[src/rtl/itrt_pkg.sv]
package itrt_pkg;

    localparam int MAX_DIGITS_DEF = 64;
    localparam int DIGIT_W        = 4;
    localparam int MAG_W          = 64;
    localparam int RADIX_W        = 5;
    localparam int CHAR_W         = 7;

    localparam logic [RADIX_W-1:0] RADIX_MIN = 5'd3;
    localparam logic [RADIX_W-1:0] RADIX_MAX = 5'd16;

    localparam logic [CHAR_W-1:0] ASCII_MINUS   = 7'h2D;
    localparam logic [CHAR_W-1:0] ASCII_ZERO    = 7'h30;
    localparam logic [CHAR_W-1:0] ASCII_UPPER_A = 7'h41;
    localparam logic [CHAR_W-1:0] ASCII_LOWER_A = 7'h61;

    localparam int MODE_UNSIGNED = 0;
    localparam int MODE_LOWER    = 1;

    typedef struct packed {
        logic [MAG_W-1:0]   value_bits;
        logic [RADIX_W-1:0] radix;
        logic [1:0]         mode_flags;
    } t_in_word;

    typedef struct packed {
        logic [CHAR_W-1:0] character;
        logic              last;
    } t_out_word;

    typedef enum logic [2:0] {
        ST_IDLE,
        ST_PREP,
        ST_STEP,
        ST_SIGN,
        ST_READ,
        ST_EMIT
    } t_state;

    typedef struct packed {
        logic load;
        logic prep;
        logic step;
        logic rd;
        logic emit_sign;
        logic emit_digit;
    } t_cmd;

    typedef struct packed {
        logic mag_zero;
        logic cnt_zero;
        logic idx_zero;
        logic neg;
        logic out_free;
    } t_sts;

    function automatic logic [CHAR_W-1:0] itrt_char(input logic [DIGIT_W-1:0] d,
                                                     input logic lower);
        logic [CHAR_W-1:0] d_ext;
        d_ext = {{(CHAR_W-DIGIT_W){1'b0}}, d};
        if (d < 4'd10) begin
            return ASCII_ZERO + d_ext;
        end else if (lower) begin
            return ASCII_LOWER_A + d_ext - 7'd10;
        end else begin
            return ASCII_UPPER_A + d_ext - 7'd10;
        end
    endfunction

endpackage

[src/rtl/itrt_ram.sv]
module itrt_ram #(
    parameter int WIDTH = 4,
    parameter int DEPTH = 64
) (
    input  logic                     i_clk,
    input  logic                     i_wr_en,
    input  logic [$clog2(DEPTH)-1:0] i_wr_addr,
    input  logic [WIDTH-1:0]         i_wr_data,
    input  logic                     i_rd_en,
    input  logic [$clog2(DEPTH)-1:0] i_rd_addr,
    output logic [WIDTH-1:0]         o_rd_data
);

    logic [WIDTH-1:0] r_mem [DEPTH];
    logic [WIDTH-1:0] r_rd_data;

    always_ff @(posedge i_clk) begin
        if (i_wr_en) begin
            r_mem[i_wr_addr] <= i_wr_data;
        end
        if (i_rd_en) begin
            r_rd_data <= r_mem[i_rd_addr];
        end
    end

    assign o_rd_data = r_rd_data;

endmodule

[src/rtl/itrt_ctrl.sv]
module itrt_ctrl import itrt_pkg::*; (
    input  logic i_clk,
    input  logic i_rst_n,
    input  logic i_in_valid,
    output logic o_in_stall,
    input  t_sts i_sts,
    output t_cmd o_cmd
);

    t_state r_state;
    t_state n_state;

    always_ff @(posedge i_clk) begin
        if (!i_rst_n) begin
            r_state <= ST_IDLE;
        end else begin
            r_state <= n_state;
        end
    end

    always_comb begin
        n_state    = r_state;
        o_cmd      = '0;
        o_in_stall = 1'b1;
        unique case (r_state)
            ST_IDLE: begin
                o_in_stall = 1'b0;
                if (i_in_valid) begin
                    o_cmd.load = 1'b1;
                    n_state    = ST_PREP;
                end
            end
            ST_PREP: begin
                // at least one digit is always produced, even for zero
                if (!i_sts.cnt_zero && i_sts.mag_zero) begin
                    n_state = i_sts.neg ? ST_SIGN : ST_READ;
                end else begin
                    o_cmd.prep = 1'b1;
                    n_state    = ST_STEP;
                end
            end
            ST_STEP: begin
                o_cmd.step = 1'b1;
                if (i_sts.idx_zero) begin
                    n_state = ST_PREP;
                end
            end
            ST_SIGN: begin
                if (i_sts.out_free) begin
                    o_cmd.emit_sign = 1'b1;
                    n_state         = ST_READ;
                end
            end
            ST_READ: begin
                o_cmd.rd = 1'b1;
                n_state  = ST_EMIT;
            end
            ST_EMIT: begin
                if (i_sts.out_free) begin
                    o_cmd.emit_digit = 1'b1;
                    n_state          = i_sts.cnt_zero ? ST_IDLE : ST_READ;
                end
            end
            default: begin
                n_state = ST_IDLE;
            end
        endcase
    end

endmodule

[src/rtl/itrt_dpath.sv]
module itrt_dpath import itrt_pkg::*; #(
    parameter int MAX_DIGITS = MAX_DIGITS_DEF
) (
    input  logic      i_clk,
    input  logic      i_rst_n,
    input  t_in_word  i_in_word,
    input  logic      i_out_stall,
    input  t_cmd      i_cmd,
    output t_sts      o_sts,
    output logic      o_out_valid,
    output t_out_word o_out_word
);

    localparam int CNT_W  = $clog2(MAX_DIGITS + 1);
    localparam int ADDR_W = $clog2(MAX_DIGITS);

    logic [MAG_W-1:0]   r_mag,  n_mag;
    logic [DIGIT_W-1:0] r_rem,  n_rem;
    logic [2:0]         r_idx,  n_idx;
    logic [RADIX_W-1:0] r_base, n_base;
    logic               r_lower, n_lower;
    logic               r_neg,  n_neg;
    logic [CNT_W-1:0]   r_cnt,  n_cnt;
    logic               r_out_valid, n_out_valid;
    t_out_word          r_out_word,  n_out_word;

    logic [7:0]         s_byte;
    logic [7:0]         s_quot;
    logic [DIGIT_W-1:0] s_rem;
    logic [2:0]         s_top;
    logic               s_wr_en;
    logic [DIGIT_W-1:0] s_rd_data;
    logic [CNT_W-1:0]   s_cnt_dec;

    // one quotient byte per cycle, restoring, msb first
    always_comb begin
        logic [RADIX_W-1:0] v_t;
        s_byte = r_mag[{r_idx, 3'b000} +: 8];
        s_rem  = r_rem;
        s_quot = '0;
        for (int i = 7; i >= 0; i--) begin
            v_t = {s_rem, s_byte[i]};
            if (v_t >= r_base) begin
                s_quot[i] = 1'b1;
                v_t       = v_t - r_base;
            end
            s_rem = v_t[DIGIT_W-1:0];
        end
    end

    // highest nonzero byte; leading zero bytes divide to zero
    always_comb begin
        s_top = '0;
        for (int k = 0; k < 8; k++) begin
            if (r_mag[k*8 +: 8] != 8'd0) begin
                s_top = 3'(k);
            end
        end
    end

    assign s_wr_en   = i_cmd.step && (r_idx == 3'd0) && (r_cnt < CNT_W'(MAX_DIGITS));
    assign s_cnt_dec = r_cnt - CNT_W'(1);

    itrt_ram #(
        .WIDTH (DIGIT_W),
        .DEPTH (MAX_DIGITS)
    ) u_ram (
        .i_clk     (i_clk),
        .i_wr_en   (s_wr_en),
        .i_wr_addr (r_cnt[ADDR_W-1:0]),
        .i_wr_data (s_rem),
        .i_rd_en   (i_cmd.rd),
        .i_rd_addr (s_cnt_dec[ADDR_W-1:0]),
        .o_rd_data (s_rd_data)
    );

    always_comb begin
        n_mag       = r_mag;
        n_rem       = r_rem;
        n_idx       = r_idx;
        n_base      = r_base;
        n_lower     = r_lower;
        n_neg       = r_neg;
        n_cnt       = r_cnt;
        n_out_valid = r_out_valid;
        n_out_word  = r_out_word;

        if (i_cmd.load) begin
            if (i_in_word.radix < RADIX_MIN) begin
                n_base = RADIX_MIN;
            end else if (i_in_word.radix > RADIX_MAX) begin
                n_base = RADIX_MAX;
            end else begin
                n_base = i_in_word.radix;
            end
            n_neg   = !i_in_word.mode_flags[MODE_UNSIGNED] && i_in_word.value_bits[MAG_W-1];
            n_mag   = n_neg ? (MAG_W'(0) - i_in_word.value_bits) : i_in_word.value_bits;
            n_lower = i_in_word.mode_flags[MODE_LOWER];
            n_cnt   = '0;
        end

        if (i_cmd.prep) begin
            n_idx = s_top;
            n_rem = '0;
        end

        if (i_cmd.step) begin
            n_mag[{r_idx, 3'b000} +: 8] = s_quot;
            n_rem                       = s_rem;
            n_idx                       = r_idx - 3'd1;
            if (s_wr_en) begin
                n_cnt = r_cnt + CNT_W'(1);
            end
        end

        if (i_cmd.rd) begin
            n_cnt = s_cnt_dec;
        end

        // drop the word once taken, load a new one when told
        if (!i_out_stall) begin
            n_out_valid = 1'b0;
        end
        if (i_cmd.emit_sign) begin
            n_out_valid          = 1'b1;
            n_out_word.character = ASCII_MINUS;
            n_out_word.last      = 1'b0;
        end else if (i_cmd.emit_digit) begin
            n_out_valid          = 1'b1;
            n_out_word.character = itrt_char(s_rd_data, r_lower);
            n_out_word.last      = (r_cnt == '0);
        end
    end

    always_ff @(posedge i_clk) begin
        if (!i_rst_n) begin
            r_mag       <= '0;
            r_neg       <= 1'b0;
            r_cnt       <= '0;
            r_out_valid <= 1'b0;
        end else begin
            r_mag       <= n_mag;
            r_neg       <= n_neg;
            r_cnt       <= n_cnt;
            r_out_valid <= n_out_valid;
        end
    end

    always_ff @(posedge i_clk) begin
        r_rem      <= n_rem;
        r_idx      <= n_idx;
        r_base     <= n_base;
        r_lower    <= n_lower;
        r_out_word <= n_out_word;
    end

    assign o_sts.mag_zero = (r_mag == '0);
    assign o_sts.cnt_zero = (r_cnt == '0);
    assign o_sts.idx_zero = (r_idx == 3'd0);
    assign o_sts.neg      = r_neg;
    assign o_sts.out_free = !r_out_valid || !i_out_stall;

    assign o_out_valid = r_out_valid;
    assign o_out_word  = r_out_word;

endmodule

[src/rtl/integer_to_radix_text_core.sv]
// Integer to text converter.
// Input channel: i_in_valid / o_in_stall carry one word (64-bit value, base
// 3..16, mode bits unsigned and lowercase). A base outside 3..16 is clamped.
// Output channel: o_out_valid / i_out_stall carry one ASCII character per
// word, most significant first, with a leading '-' for negative signed
// values; last marks the final character. Zero gives a single '0'.
// One number is converted at a time: o_in_stall is low only while idle.
// Digits come from a shared divider that produces one quotient byte per
// cycle, starting at the highest nonzero byte of the remaining magnitude.
// Each digit takes a prep step, then one divide step per significant byte
// left (1..8 bytes). Digits then go out through a digit store read and
// then the output register; the sign goes straight to the output register.
// A new number is accepted while the last character still waits in the
// output register.
// Reset (synchronous, active low) drops any number in progress and clears
// o_out_valid; the digit store needs no clearing. While i_out_stall is high
// and a word is valid, the output word holds and the emit phase pauses.
module integer_to_radix_text_core import itrt_pkg::*; #(
    parameter int MAX_DIGITS = MAX_DIGITS_DEF
) (
    input  logic      i_clk,
    input  logic      i_rst_n,
    input  logic      i_in_valid,
    output logic      o_in_stall,
    input  t_in_word  i_in_word,
    output logic      o_out_valid,
    input  logic      i_out_stall,
    output t_out_word o_out_word
);

    t_cmd s_cmd;
    t_sts s_sts;

    itrt_ctrl u_ctrl (
        .i_clk      (i_clk),
        .i_rst_n    (i_rst_n),
        .i_in_valid (i_in_valid),
        .o_in_stall (o_in_stall),
        .i_sts      (s_sts),
        .o_cmd      (s_cmd)
    );

    itrt_dpath #(
        .MAX_DIGITS (MAX_DIGITS)
    ) u_dpath (
        .i_clk       (i_clk),
        .i_rst_n     (i_rst_n),
        .i_in_word   (i_in_word),
        .i_out_stall (i_out_stall),
        .i_cmd       (s_cmd),
        .o_sts       (s_sts),
        .o_out_valid (o_out_valid),
        .o_out_word  (o_out_word)
    );

endmodule

[config.mk]
export PLATFORM = sky130hd
export DESIGN_NAME = integer_to_radix_text_core
export DESIGN_NICKNAME = d
export VERILOG_FILES = /design/src/rtl/itrt_pkg.sv /design/src/rtl/itrt_ram.sv /design/src/rtl/itrt_ctrl.sv /design/src/rtl/itrt_dpath.sv /design/src/rtl/integer_to_radix_text_core.sv
export SDC_FILE = /design/constraint.sdc
export NUM_CORES = 1
export LEC_CHECK = 0
export CAP_MARGIN = 20
export CORE_MARGIN = 2
export CORE_UTILIZATION = 45
export CTS_CLUSTER_DIAMETER = 100
export DETAILED_ROUTE_END_ITERATION = 7
export DONT_BUFFER_PORTS = 1
export GPL_ROUTABILITY_DRIVEN = 0
export MAX_ROUTING_LAYER = met4
export PLACE_DENSITY = 0.58
export SLEW_MARGIN = 20
export SYNTH_ARGS = -nofsm -noshare
export SYNTH_HDL_FRONTEND = slang
export SYNTH_SLANG_ARGS = --single-unit
[constraint.sdc]
create_clock -name i_clk -period 19.3 [get_ports i_clk]
set_input_delay 0.965 -clock i_clk [delete_from_list [all_inputs] [get_ports i_clk]]
set_output_delay 0.965 -clock i_clk [all_outputs]
set_load 0.05 [all_outputs]
==> results of run 1 <==
==> area by class of cell <==
class,count,share of cell area (%)
Sequential cell,357,47.66
Multi-Input combinational cell,1083,41.43
Clock buffer,48,4.814
Tap cell,539,3.252
Clock inverter,22,1.020
Timing Repair Buffer,27,0.9774
Inverter,46,0.8386
Antenna cell,1,0.01207
==> layout by cell type, fill, tap and decap left out, types with 8 or more instances in the layout <==
cell	synthesis	final
xnor2_1	31	31
nor3_1	34	34
nand2b_1	15	15
o31ai_1	17	17
fa_1	8	8
a211oi_1	16	16
edfxtp_1	273	273
or3_1	26	26
dfxtp_1	84	83
xor2_1	28	28
a21oi_1	88	87
o21ai_0	36	36
nand2_1	99	98
buf_4	0	27
nor2_1	170	170
a211o_1	8	8
nand3_1	41	41
and3_1	14	14
nor2b_1	11	10
a31oi_1	24	24
o21ai_1	10	9
clkbuf_16	0	38
inv_1	44	44
clkbuf_1	77	9
a21o_1	12	12
and2_1	8	8
ha_1	47	46
o211ai_1	25	25
or4_1	17	17
mux4_2	96	96
nor4_1	36	35
nand4_1	9	9
mux2i_1	30	29
a221oi_1	10	10
==> state kept, by name (all words and copies together) (netlist names) <==
| name | flops |
|---|---|
| u_dpath.u_ram.r_mem | 256 |
| u_dpath.r_mag | 64 |
| u_dpath.o_out_word | 8 |
| u_dpath.r_cnt | 7 |
| u_dpath.r_base | 5 |
| u_dpath.r_rem | 4 |
| u_dpath.u_ram.o_rd_data | 4 |
| u_ctrl.r_state | 3 |
| u_dpath.r_idx | 3 |
| u_dpath.o_out_valid | 1 |
| u_dpath.r_lower | 1 |
| u_dpath.r_neg | 1 |
==> worst reg2reg max path, delay by kind of cell, from the launching register on <==
kind                     cells  cell delay [ps]
AO/OA/AOI/OAI               22             6630
adder cells (fa/ha/maj)      8             2360
buffers and inverters        5              970
flip-flops                   1              830
multiplexers                 6             2350
AND/OR/NAND/NOR              6             1020
==> routing by layer <==
metal,vias up,share of wire (%),GRT usage (%)
li1,6117,-,-
met1,6757,43,34.47
met2,505,47,40.21
met3,110,6.4,3.965
met5,-,0,-
met4,0,3.5,8.522
==> logic make-up (layout without fill, tap and decap cells) <==
logic type,after synthesis,after routing
simple gates,523,523
flops,357,357
fa+ha+maj,55,55
mux,133,133
compound gates,313,313
xor+xnor,59,59
buf+inv,144,143
other cells,0,1
==> final timing paths <==
kind	from	end	slack [ps]	cells after the start
max reg2reg	u_dpath.r_idx[1]	u_dpath.u_ram.r_mem[59][2]	4870	47
min	u_dpath.r_neg	u_dpath.r_neg	490	2
min reg2reg	u_dpath.r_neg	u_dpath.r_neg	490	2
max	u_dpath.r_idx[1]	u_dpath.u_ram.r_mem[59][2]	4870	47
==> metrics by stage <==
stage,utilization (%),setup WS (ps),instances
CTS,49.64,4588,2122
global placement,46.72,4630,2051
detailed placement,46.74,4644,2052
global route,49.66,3514,2123
floorplan,-,5478,1584
finish,49.66,4873,2123
==> flow_metrics.tcl, run 1 <==
set metrics [dict create \
    synth-compound-area-share_pct 11.03 \
    drt_wl_total_um 53900 \
    synth_ff_type "edfxtp_1" \
    grt_pass1_vias 13370 \
    synth.distinct_cells 81 \
    synth_top_cell_by_area "edfxtp_1" \
    synth_area_um2 18970 \
    dieArea_um2 43810 \
    slowest_stage "edfxtp_1" \
    slew_viol_final 0 \
    status "complete, no violations" \
    maxSlewHeadroom_pct 30.37 \
    overflow 0 \
    crit_path_frequent_cell "ha_1" \
    dpl_cell_area_um2 19520 \
    die_y_um 209.3 \
    synthSimpleGateAreaFrac_pct 13.93 \
    root_buffer "clkbuf_16" \
    postRouteAntennaNets 0 \
    rsz0062_at_grt "no" \
    critPathBufInv 5 \
    fin_nets 1683 \
    synth_cells 1584 \
    io-pin-count 85 \
    max_stage_delay_ps 830 \
    viasPerCell 6.354 \
    holdWs_ps 494.3 \
    cts_tree "yes" \
    synthAdderAreaFrac_pct 3.944 \
    end_kind "flop" \
    area_growth_pct 9.319 \
    tightest_slew_ps 1035 \
    synth_area_per_cell_um2 11.98 \
    io_buffers 0 \
    core_area_um2 41760 \
    htreeDepth 2 \
    dpl.hpwl_um 38030 \
    clock_latency_ps 550 \
    post-cts-setup-buffers 0 \
    crit_required_ps 19610 \
    fp.dieW_um 209.3 \
    cts.clk_slew.worst_paths_ps 60 \
    synth_xor_area_share_pct 2.724 \
    synth_top_area_share_pct 43.21 \
    ys_ff_latch 357 \
    grt.total_usage_pct 25.66 \
    finalClockSkew_ps 21.08 \
    synth_fp_nets 1714 \
    finalHoldViolCount 0 \
    post_drt_wl_per_cell_um 25.39 \
    min_period_over_period_pct 74.75 \
    initial_core_util_pct 45.43 \
    multi_input_area_um2 8592 \
    critPathMaxFanout 40 \
    seq_area_frac_synth_pct 52.08 \
    period_minus_slack_ps 14430 \
    antenna_found_initial 2 \
    cts.sinks 357 \
    rows 75 \
    drive_above_1_share_pct 14.02 \
    hp-class "reg -> reg" \
    fill_cells 3696 \
    synth_top_family_by_area "simple AND/OR/NAND/NOR gates" \
    synth.most_common_cell "edfxtp_1" \
    synthMuxAreaShare_pct 13.40 \
    grt_pass1_wl_um 83120 \
    cp_top_family "compound AO/OA/AOI/OAI gates" \
    synthArstFlopShare_pct 0 \
    postCtsHoldBufs 0 \
    grt_max_degree 74 \
    cts_resized 0 \
    drc 0 \
    cts.path.max_buffers 3 \
    criticalPathCategory "reg -> reg" \
    setup_viol 0 \
    synthTopCellsByCount "edfxtp_1, nor2_1, nand2_1" \
    maxCapViolCount 0 \
    max_freq_ghz 0.06931 \
    synth_edf_count 273 \
    crit_arrival_ps 14730 \
    numCtsBuffers 38 \
    yosysWarnings 0 \
    dr.first_iter.drc_count 1452 \
    design_area_um2 20740 \
    synthTopCellsByArea "edfxtp_1, mux4_2, dfxtp_1, nor2_1, ha_1" \
    tns_ps 0 \
    num_vias 13490 \
    seqCellArea_um2 9883 \
    startpoint_type "flop" \
    dr.pass1.iters 7 \
]
Power of run 1 is not shown: default switching activity piles up to over one toggle a cycle in this logic, so the estimate is an artifact.
==> run 2, diff against run 1 <==
==> constraint.sdc (replaced) <==
create_clock -name i_clk -period 13.3 [get_ports i_clk]
set_input_delay 0.665 -clock i_clk [delete_from_list [all_inputs] [get_ports i_clk]]
set_output_delay 0.665 -clock i_clk [all_outputs]
set_load 0.05 [all_outputs]
==> run 2 against run 1 <==
Compared with the run above: final cell count grew 0.57%; flip-flop and latch count unchanged; first-iteration DRC count is 6.5% higher; wire length increased by 0.27%; critical path depth decreased by 1; cell area increased by 0.85%; clock skew increased by 5.3 ps; die area unchanged; global-route usage is 0.15 points lower; clock-buffer cell count is 7 lower; critical path type unchanged.
==> flow_metrics.tcl, run 2 (same netlist as run 1, synthesis figures left out) <==
set metrics [dict create \
    max_freq_ghz 0.08092 \
    largest_register_ffs 256 \
    finalClockSkew_ps 26.41 \
    initial_core_util_pct 45.43 \
    hp-class "in -> reg" \
    fill_cells 3644 \
    cts.path.max_buffers 3 \
    dr.first_iter.drc_count 1546 \
    max_stage_delay_ps 550 \
    cts_tree "yes" \
    hold_path_end "u_dpath.r_lower" \
    layout_commonest_cell "edfxtp_1" \
    dieArea_um2 43810 \
    rrSetupSlack_ps 940 \
    antenna_found_initial 0 \
    grt.total_usage_pct 25.50 \
    maxCapViolCount 0 \
    holdWs_ps 211.5 \
    criticalPathCategory "reg -> reg" \
    rows 75 \
    min_period_over_period_pct 92.92 \
    dpl.hpwl_um 37430 \
    status "complete, no violations" \
    maxSlewHeadroom_pct 28.59 \
    crit_path_frequent_cell "ha_1" \
    seqCellArea_um2 9883 \
    postRouteAntennaNets 0 \
    core_area_um2 41760 \
    period_minus_slack_ps 12360 \
    layout_common_cells "edfxtp_1, nor2_1, nand2_1, mux4_2, a21oi_1" \
    clock_latency_ps 560 \
    worstHoldPathCells 0 \
    post_drt_wl_per_cell_um 25.31 \
    ff2ff_path_depth 46 \
    hold_start "i_in_word[1]" \
    die_y_um 209.3 \
    num_vias 13700 \
    tns_ps 0 \
    dr.pass1.iters 6 \
    multi_input_area_um2 8670 \
    drive_above_1_share_pct 15.41 \
    finalHoldViolCount 0 \
    root_buffer "clkbuf_16" \
    crit_required_ps 13610 \
    grt_max_degree 96 \
    largest_register "u_dpath.u_ram.r_mem" \
    drc 0 \
    fp.dieW_um 209.3 \
    timing.rr.end "u_dpath.r_rem[1]" \
    cts.sinks 357 \
    slew_viol_final 0 \
    io_buffers 0 \
    grt_pass1_vias 13410 \
    tightest_slew_ps 1069 \
    startpoint_type "flop" \
    rsz0062_at_grt "no" \
    viasPerCell 6.418 \
    r2r-start "u_dpath.r_idx[0]" \
    cts.clk_slew.worst_paths_ps 70 \
    setup_viol 0 \
    overflow 0 \
    area_growth_pct 10.25 \
    grt_pass1_wl_um 83080 \
    io-pin-count 85 \
    n_antenna_cell 0 \
    htreeDepth 2 \
    end_kind "flop" \
    numCtsBuffers 37 \
    critPathMaxFanout 65 \
    fin_nets 1698 \
    drt_wl_total_um 54040 \
    slowest_stage "mux4_2" \
    crit_arrival_ps 12670 \
]
run 2: cell count changes in the layout (fill, tap and decap cells not counted), sizes merged, moves of 3 or more:
cell,delta
clkbuf,-7
buf,+13
clkinv,+4
nand2,+3
run 2: final cells by class:
class | count | share of cell area (%)
flip-flops and latches | 357 | 47.25
repair buffers | 40 | 1.472
clock inverters | 26 | 1.220
inverters | 46 | 0.8315
clock buffers | 41 | 4.547
well taps | 539 | 3.224
multi-input cells | 1086 | 41.45
run 2: worst max-delay path by stage:
| stage | start | endpoint | slack, ps | cells past startpoint |
|---|---|---|---|---|
| 6_report | u_dpath.r_idx[0] | u_dpath.r_rem[1] | 940 | 46 |
| 5_1_grt | u_dpath.r_idx[0] | u_dpath.r_rem[1] | 110 | 52 |
| 4_1_cts | u_dpath.r_idx[0] | u_dpath.u_ram.r_mem[50][0] | 330 | 46 |
| 3_5_place_dp | u_dpath.r_idx[0] | u_dpath.u_ram.r_mem[37][0] | 390 | 48 |
| 3_3_place_gp | u_dpath.r_idx[0] | u_dpath.u_ram.r_mem[48][3] | 490 | 47 |
| 2_1_floorplan | u_dpath.r_idx[0] | u_dpath.u_ram.r_mem[0][0] | 220 | 51 |
run 2: per-layer routing:
layer  GRT usage (%)  up-vias  part of all wire (%)
met4           8.276        0                   3.1
met5               -        -                     0
met3           3.082      109                   6.6
li1                -     6129                     -
met2           40.47      578                    48
met1           34.48     6886                    42
run 2: repair_timing:
action | CTS | global route
hold buffers | 0 | 0
buffers inserted | 0 | 2
endpoints found under the setup margin | 0 | 261
endpoints found under the hold margin | 0 | 0
resized for setup | 0 | 12
run 2: worst max-delay path, delay by kind of cell (launching register included):
| kind | cells | cell delay, ps |
|---|---|---|
| buffers and inverters | 6 | 870 |
| AND/OR/NAND/NOR | 5 | 940 |
| multiplexers | 7 | 2780 |
| flip-flops | 1 | 460 |
| adder cells (fa/ha/maj) | 8 | 2390 |
| AO/OA/AOI/OAI | 20 | 4630 |
run 2: metrics by stage:
| stage | instance area [um2] | utilization [%] | instances | worst slack (ps) |
|---|---|---|---|---|
| after floorplan | 18980 | - | 1584 | 215.8 |
| after global placement | 19600 | 46.94 | 2063 | 486.7 |
| after detailed placement | 19620 | 46.97 | 2063 | 386.4 |
| after CTS | 20820 | 49.86 | 2130 | 332.0 |
| after global routing | 20920 | 50.09 | 2135 | 112.8 |
| final | 20920 | 50.09 | 2135 | 941.9 |
Power of run 2 is left out for the same reason.
